===== src/rtl/plc_pkg.sv =====
// Shared request codes, status codes and cell commands for the positional list engine.
package plc_pkg;

    localparam int REQ_W    = 3;
    localparam int POS_W    = 8;
    localparam int VALUE_W  = 32;
    localparam int COUNT_W  = 8;
    localparam int STATUS_W = 2;
    localparam int IN_W     = 48;
    localparam int OUT_W    = 48;

    typedef enum logic [REQ_W-1:0] {
        REQ_PUSH   = 3'd0,
        REQ_POP    = 3'd1,
        REQ_INSERT = 3'd2,
        REQ_REMOVE = 3'd3,
        REQ_READ   = 3'd4,
        REQ_WRITE  = 3'd5
    } t_req;

    typedef enum logic [STATUS_W-1:0] {
        ST_OK    = 2'd0,
        ST_FULL  = 2'd1,
        ST_EMPTY = 2'd2,
        ST_RANGE = 2'd3
    } t_status;

    // Command broadcast to every cell of the row.
    typedef enum logic [1:0] {
        OP_NONE   = 2'd0,
        OP_LOAD   = 2'd1,
        OP_INSERT = 2'd2,
        OP_REMOVE = 2'd3
    } t_cell_op;

endpackage


===== src/rtl/plc_cell.sv =====
// One list slot: holds an entry and trades it with its neighbors on insert and remove.
module plc_cell #(
    parameter int WORD_WIDTH = 32,
    parameter int CW         = 8,
    parameter int INDEX      = 0
) (
    input  logic                      i_clk,
    input  plc_pkg::t_cell_op         i_op,
    input  logic [CW-1:0]             i_idx,
    input  logic [WORD_WIDTH-1:0]     i_word,
    input  logic [WORD_WIDTH-1:0]     i_left,
    input  logic [WORD_WIDTH-1:0]     i_right,
    output logic [WORD_WIDTH-1:0]     o_entry
);

    localparam logic [CW-1:0] MY_IDX = CW'(INDEX);

    logic [WORD_WIDTH-1:0] r_entry;
    logic [WORD_WIDTH-1:0] n_entry;

    always_comb begin
        n_entry = r_entry;
        case (i_op)
            plc_pkg::OP_LOAD: begin
                if (i_idx == MY_IDX) n_entry = i_word;
            end
            plc_pkg::OP_INSERT: begin
                // take the neighbor below when the gap opens under us
                if (i_idx == MY_IDX) begin
                    n_entry = i_word;
                end else if (MY_IDX > i_idx) begin
                    n_entry = i_left;
                end
            end
            plc_pkg::OP_REMOVE: begin
                if (MY_IDX >= i_idx) n_entry = i_right;
            end
            default: begin
                n_entry = r_entry;
            end
        endcase
    end

    always_ff @(posedge i_clk) begin
        r_entry <= n_entry;
    end

    assign o_entry = r_entry;

endmodule

===== config.mk =====
export PLATFORM = sky130hd
export DESIGN_NAME = plc_cell
export DESIGN_NICKNAME = d
export VERILOG_FILES = /design/src/rtl/plc_pkg.sv /design/src/rtl/plc_cell.sv
export SDC_FILE = /design/constraint.sdc
export NUM_CORES = 1
export LEC_CHECK = 0
export ABC_AREA = 1
export BUFFER_PORTS_ARGS = -buffer_cell sky130_fd_sc_hd__clkbuf_2
export CORE_ASPECT_RATIO = 0.7
export CORE_MARGIN = 2
export CORE_UTILIZATION = 35
export DETAILED_ROUTE_END_ITERATION = 10
export PLACE_DENSITY = 0.66
export REMOVE_ABC_BUFFERS = 1
export SYNTH_ARGS = -nofsm -noshare
export SYNTH_HDL_FRONTEND = slang
export SYNTH_SLANG_ARGS = --single-unit
export TNS_END_PERCENT = 30

===== constraint.sdc =====
create_clock -name i_clk -period 7.1 [get_ports i_clk]
set_input_delay 1.065 -clock i_clk [delete_from_list [all_inputs] [get_ports i_clk]]
set_output_delay 1.065 -clock i_clk [all_outputs]
set_load 0.005 [all_outputs]

# Word-level counts from Yosys, hierarchy flattened
# Index checks and enable logic that the tools add are counted.
# Widths: inputs -> output; s select.
[word_totals]
register_bits = 32
out_inout_bits = 32
wordCells = 17
[classes]
n_lt_le_gt_ge = 2
n_eq_ne = 6
n_mux = 5
n_reduce_logical = 3
[ops]
columns = ["operator", "n"]
rows = [
  ["$mux 32", 4],
  ["$pmux 32 s3", 1],
  ["$ge 1x8->1 const A", 1],
  ["$gt 1x8->1 const A", 1],
  ["$logic_not 8->1", 1],
  ["$eq 2x2->1 const B", 2],
  ["$ne 2x2->1 const B", 2],
  ["$reduce_and 4->1", 1],
  ["$ne 3x3->1 const B", 1],
  ["$reduce_bool 3->1", 1],
  ["$eq 2x1->1 const B", 1],
]

# Longest topological paths before layout
# Gate-level depths: netlist (run 1).
[depth]
word_depth = 4
mapped_depth = 7
ltp_nobuf = 7

# Least setup slack after synthesis (run 1)
# OpenSTA, ideal clock, no wires.
[synth_path]
path_type = "input port to flip-flop"
start = "input port i_idx[1]"
end = "register r_entry[0] (netlist: o_entry[0]) (enable)"
setup_time_ns = 0.421
arrival_time_ns = 2.919
required_time_ns = 6.679
setup_slack_ns = 3.760
stages = 5
n_path_buf = 0
path_cell_list = "nor2_2 -> nand2_2 -> nor2_8 -> inv_1 -> nor2_1"
[synth_between]
elab_chain_len = 3
elab_cells_between_ends = 7
cone_classes = "2 x order compare; 3 x eq/ne; 2 x reduce/logical"
[synth_rtl]
columns = ["element", "line", "rtl"]
rows = [
  ["start: declaration", "plc_cell.sv:9", "input logic [CW-1:0] i_idx,"],
  ["$gt 1x8->1 (tied with other cells)", "plc_cell.sv:31", "end else if (MY_IDX > i_idx) begin"],
  ["$ne 3x3->1 (no line) or $ne 2x2->1 (tied branches)", "n/a", ""],
  ["$reduce_and 4->1 (no line) *", "n/a", ""],
  ["end signal: assignment", "plc_cell.sv:45", "r_entry <= n_entry;"],
  ["end: declaration", "plc_cell.sv:18", "logic [WORD_WIDTH-1:0] r_entry;"],
]
# Mark *: on every way between the ends. The rest lies on a longest branch, timed or not.
# A chain may end at the register's enable or synchronous reset.

# Final worst setup path (run 1)
[layout_path]
start = "input port i_idx[0]"
end = "register r_entry[3] (netlist: o_entry[3]) (enable)"
# The elaborated chain is that of the path after synthesis.

==> results of run 1 <==
## synthesized netlist by cell type
master     n  area, µm²
inv_1     39        146
nand2_2    3       18.8
buf_6      4       45.0
o21bai_2  29        327
buf_12     2       40.0
buf_4      1       7.51
a31oi_1    1       6.26
o21ai_0   32        160
nand2_1   65        244
nor2_8     1       20.0
nand3_1   34        170
nor2_2    18        113
nor2_1    19       71.3
clkbuf_1   3       11.3
edfxtp_1  32        961
buf_2     10       50.1
## worst max-delay path, stage by stage
cell and delay [ns]:
clkbuf_2 0.08, nor2_1 0.13, nand2_2 0.12, nor2_8 0.66
inv_1 0.23, nor2_4 0.74
## path summary, 6_finish.rpt
path,start,to,slack (ns)
max,i_idx[0],o_entry[3]$_DFFE_PP_,3.95
min,i_left[10],o_entry[10]$_DFFE_PP_,1.13
## per-layer routing
| metal | part of all wire | GRT usage | up-vias |
|---|---|---|---|
| met5 | 0 | 0 | - |
| li1 | - | - | 1204 |
| met3 | 0.11 | 0.0623 | 4 |
| met1 | 0.45 | 0.212 | 982 |
| met4 | 0.011 | 0.0482 | 0 |
| met2 | 0.43 | 0.250 | 94 |
## cell families after synthesis
kind of cell           synth area share
flip-flops                        0.402
AND/OR/NAND/NOR                   0.266
buffers and inverters             0.126
AO/OA/AOI/OAI                     0.206
## power by group
part / internal [W] / total, W / switching [W]
clock network: 0.0000681 / 0.000130 / 0.0000617
registers: 0.000211 / 0.000211 / 0.000000157
logic: 0.0000476 / 0.0000906 / 0.0000430
## stage by stage
step                utilization  hold WS (ns)  std cells  area [µm²]
CTS                       0.470          1.12        515        3150
global placement          0.458          1.41        507        3070
detailed placement        0.458          1.41        507        3070
global route              0.470          1.12        515        3150
finish                    0.470          1.13        515        3150
floorplan                     -          1.30        273        2240
## area by class of cell
cell class	instances	area (µm²)
Fill cell	681	3550
Multi-Input combinational cell	202	1140
Sequential cell	32	961
Timing Repair Buffer	140	706
Inverter	39	146
Tap cell	94	118
Clock buffer	7	76.3
Clock inverter	1	3.75
==> flow_metrics.py, run 1 <==
metrics = {
    "run_status": {
        "status": "complete, no violations",
    },
    "timing": {
        "rsz0062_at_grt": "false",
        "finalHoldViolations": 0,
        "fin_crit_sh": 0.444,
        "finalCriticalPeriod_ns": 3.15,
        "max_slew_margin": 0.398,
        "drv_slew": 0,
        "finalSetupTns_ns": 0,
        "setup_viol": 0,
        "worst_pin_slew_ns": 0.901,
        "fin_ws_ns": 3.95,
        "fmax_ghz": 0.317,
    },
    "detailed_routing": {
        "via_count": 2284,
        "post_drt_wl_per_cell_um": 11.8,
        "viasPerCell": 4.43,
        "wirelength_um": 6060,
        "first_iter_violations": 82,
        "firstDrtPassIters": 4,
        "remaining_drc_errors": 0,
        "ant_nets": 0,
    },
    "worst_setup_path": {
        "crit_required_ns": 7.00,
        "critPathCaptureType": "flip-flop",
        "cp.arrival_ns": 3.05,
        "worst_setup_path_start_kind": "primary input",
        "worstSetupPathType": "in -> reg",
        "crit_fanout": 62,
    },
    "clock_network": {
        "cts_max_level": 2,
        "clk_pin_slew_ns": 0.06,
        "cts_resized": 0,
        "clock_sinks": 32,
        "tritoncts": "built",
        "cts_root_buf": "clkbuf_8",
        "cts.path.max_buffers": 2,
        "postCtsSetupBuffers": 0,
        "cts_inserted_buffers": 5,
        "cts_hold_buf": 0,
    },
    "floorplanning": {
        "dieHeight_um": 73.2,
        "dieArea_mm2": 0.00752,
        "ios": 139,
        "core-area_mm2": 0.00669,
        "initial_core_util": 0.357,
        "std_cell_rows": 25,
        "chipWidth_um": 103,
    },
    "pwr": {
        "cellPowerDensity_mw_per_mm2": 137,
        "ir_worst_vdd_uv": 62.6,
        "p_total_w": 0.000431,
        "p_leak_nw": 1.53,
    },
    "grt": {
        "grt_max_degree": 67,
        "grt_usage": 0.162,
        "grt_pass1_vias": 2089,
        "antenna_found_initial": 0,
        "grt-ovfl-total": 0,
        "grt_pass1_wl_um": 9340,
    },
    "finish": {
        "final_common_cell": "clkbuf_2",
        "final_layout_size_suffix_gt1_frac": 0.468,
        "largest_reg_flops": 32,
        "layout_common_cells": "138 x clkbuf_2, 65 x nand2_1, 39 x inv_1, 34 x nand3_1",
        "final_nets": 527,
        "antenna_cells": 0,
        "area_growth_pct": 31.7,
    },
    "placement": {
        "dp_hpwl_um": 4450,
        "io_buffers": 138,
        "finalWeightedCongestion": 0.817,
        "place_ws_ns": 3.59,
    },
    "synth": {
        "yosys_warnings": 0,
        "syn_avg_cell_area_um2": 8.16,
        "ys_seq_elements": 32,
        "syn-cell-area_mm2": 0.00239,
        "yosysSeqAreaShare": 0.402,
        "netlist_instances": 293,
        "ys_types": 16,
    },
    "worst_hold_path": {
        "hold_class": "in -> reg",
        "whs_path_depth": 3,
    },
    "job": {
        "max_cap_viol_count": 0,
    },
}
(Power assumes the default switching activity.)
==> run 2, diff against run 1 <==
--- a/config.mk
+++ b/config.mk
@@ -5,13 +5,13 @@
 export SDC_FILE = /design/constraint.sdc
 export NUM_CORES = 1
 export LEC_CHECK = 0
-export ABC_AREA = 1
+export ABC_AREA = 0
 export BUFFER_PORTS_ARGS = -buffer_cell sky130_fd_sc_hd__clkbuf_2
 export CORE_ASPECT_RATIO = 0.7
 export CORE_MARGIN = 2
 export CORE_UTILIZATION = 35
 export DETAILED_ROUTE_END_ITERATION = 10
-export PLACE_DENSITY = 0.66
+export PLACE_DENSITY = 0.69
 export REMOVE_ABC_BUFFERS = 1
 export SYNTH_ARGS = -nofsm -noshare
 export SYNTH_HDL_FRONTEND = slang
==> constraint.sdc (replaced) <==
create_clock -name i_clk -period 3.17 [get_ports i_clk]
set_input_delay 0.4755 -clock i_clk [delete_from_list [all_inputs] [get_ports i_clk]]
set_output_delay 0.4755 -clock i_clk [all_outputs]
set_load 0.005 [all_outputs]
==> flow_metrics.py, run 2 <==
metrics = {
    "detailed_routing": {
        "wirelength_um": 6670,
        "ant_nets": 0,
        "via_count": 2276,
        "viasPerCell": 5.38,
        "first_iter_violations": 108,
        "firstDrtPassIters": 4,
        "remaining_drc_errors": 0,
        "post_drt_wl_per_cell_um": 15.8,
    },
    "clock_network": {
        "cts_max_level": 2,
        "postCtsSetupBuffers": 0,
        "clock_sinks": 32,
        "tritoncts": "built",
        "cts_resized": 0,
        "cts_root_buf": "clkbuf_8",
        "clk_pin_slew_ns": 0.06,
        "cts.path.max_buffers": 2,
        "cts_hold_buf": 0,
        "cts_inserted_buffers": 5,
    },
    "worst_setup_path": {
        "crit_chain": "clkbuf_2, buf_4, o21a_1, buf_4",
        "path_delay_family": "buffers and inverters",
        "max_stage_delay_ns": 0.39,
        "cp.arrival_ns": 1.63,
        "crit_fanout": 32,
        "crit_required_ns": 3.09,
        "critPathCaptureType": "flip-flop",
        "critPathBufInv": 3,
        "critPathSlowestCell": "buf_4",
        "crit_top_cell": "buf_4",
        "worstSetupPathType": "in -> reg",
        "worst_setup_path_start_kind": "primary input",
    },
    "floorplanning": {
        "std_cell_rows": 23,
        "dieArea_mm2": 0.00657,
        "core-area_mm2": 0.00573,
        "dieHeight_um": 68.4,
        "chipWidth_um": 96.0,
        "ios": 139,
        "initial_core_util": 0.362,
    },
    "grt": {
        "grt-ovfl-total": 0,
        "grt_pass1_vias": 2209,
        "grt_pass1_wl_um": 10100,
        "grt_max_degree": 42,
        "antenna_found_initial": 0,
        "grt_usage": 0.202,
    },
    "synth": {
        "post-synth-top-count-cell": "edfxtp_1",
        "synthArstFlopShare": 0,
        "netlist_instances": 224,
        "synth_top_area_share": 0.463,
        "ys_top_cells_by_area": "edfxtp_1 46%, o211ai_1 11%, and3_1 9.3%",
        "synth_ff_type": "edfxtp_1",
        "synth_edf_count": 32,
        "ys_seq_elements": 32,
        "syn-cell-area_mm2": 0.00207,
        "syn_avg_cell_area_um2": 9.26,
        "yosys_warnings": 0,
        "synth_top_area_cell": "edfxtp_1",
        "yosysSeqAreaShare": 0.463,
        "ys_types": 19,
    },
    "finish": {
        "instances_no_fill": 423,
        "area_growth_pct": 38.8,
        "layout_common_cells": "138 x clkbuf_2, 32 x edfxtp_1",
        "final_layout_size_suffix_gt1_frac": 0.443,
        "final_nets": 457,
        "antenna_cells": 0,
        "final_common_cell": "clkbuf_2",
        "largest_reg_flops": 32,
    },
    "pwr": {
        "p_total_w": 0.000935,
        "cellPowerDensity_mw_per_mm2": 325,
        "ir_worst_vdd_uv": 114,
        "p_leak_nw": 1.26,
    },
    "timing": {
        "finalSetupTns_ns": 0,
        "drv_slew": 0,
        "worst_pin_slew_ns": 0.554,
        "finalHoldViolations": 0,
        "fin_ws_ns": 1.47,
        "max_slew_margin": 0.630,
        "fin_crit_sh": 0.537,
        "finalCriticalPeriod_ns": 1.70,
        "fmax_ghz": 0.587,
        "hold_slack_ns": 0.535,
        "setup_viol": 0,
        "rsz0062_at_grt": "false",
    },
    "run_status": {
        "status": "complete, no violations",
    },
    "placement": {
        "io_buffers": 138,
        "finalWeightedCongestion": 0.769,
        "dp_hpwl_um": 4730,
        "place_ws_ns": 1.21,
        "dp_cells": 418,
    },
    "job": {
        "max_cap_viol_count": 0,
    },
    "worst_hold_path": {
        "hold_class": "in -> reg",
    },
}
[run 2: worst min-delay path, delay by kind of cell]
kind                   cells  cell delay, ns
buffers and inverters      1            0.09
AOI/OAI and AO/OA          2            0.13
[run 2: worst paths after layout]
kind  depth (start not counted)       from                     to  slack (ns)
max                           4    i_op[0]  o_entry[20]$_DFFE_PP_        1.47
min                           3  i_word[9]   o_entry[9]$_DFFE_PP_        0.53
[run 2: stage by stage]
stage	util	cell area, µm²
after floorplan	-	1950
after global placement	0.491	2810
after detailed placement	0.491	2810
after CTS	0.503	2880
after global routing	0.503	2880
final	0.503	2880
[run 2: metal layers]
| layer | global-route usage | vias up | part of all wire |
|---|---|---|---|
| met5 | 0 | - | 0 |
| met4 | 0.0589 | 0 | 0.0036 |
| met3 | 0.0650 | 2 | 0.12 |
| met2 | 0.331 | 126 | 0.45 |
| met1 | 0.258 | 1019 | 0.42 |
| li1 | - | 1129 | - |
[run 2: area by class of cell]
| type | count | area, µm² |
|---|---|---|
| Tap cell | 75 | 93.8 |
| Clock buffer | 5 | 68.8 |
| Timing Repair Buffer | 145 | 756 |
| Fill cell | 557 | 2850 |
| Multi-Input combinational cell | 164 | 992 |
| Inverter | 2 | 7.51 |
| Sequential cell | 32 | 961 |
[run 2: kinds of logic after synthesis]
logic type / Yosys count / share of synthesized area
buffers and inverters: 28 / 0.0621
and+or+nand+nor: 98 / 0.273
DFF: 32 / 0.463
AOI/OAI and AO/OA: 66 / 0.201
[run 2: power breakdown]
group	switching, W	internal (W)
Combinational	0.0000925	0.0000907
Clock	0.000138	0.000141
Sequential	0.000000343	0.000472
Total	0.000231	0.000704
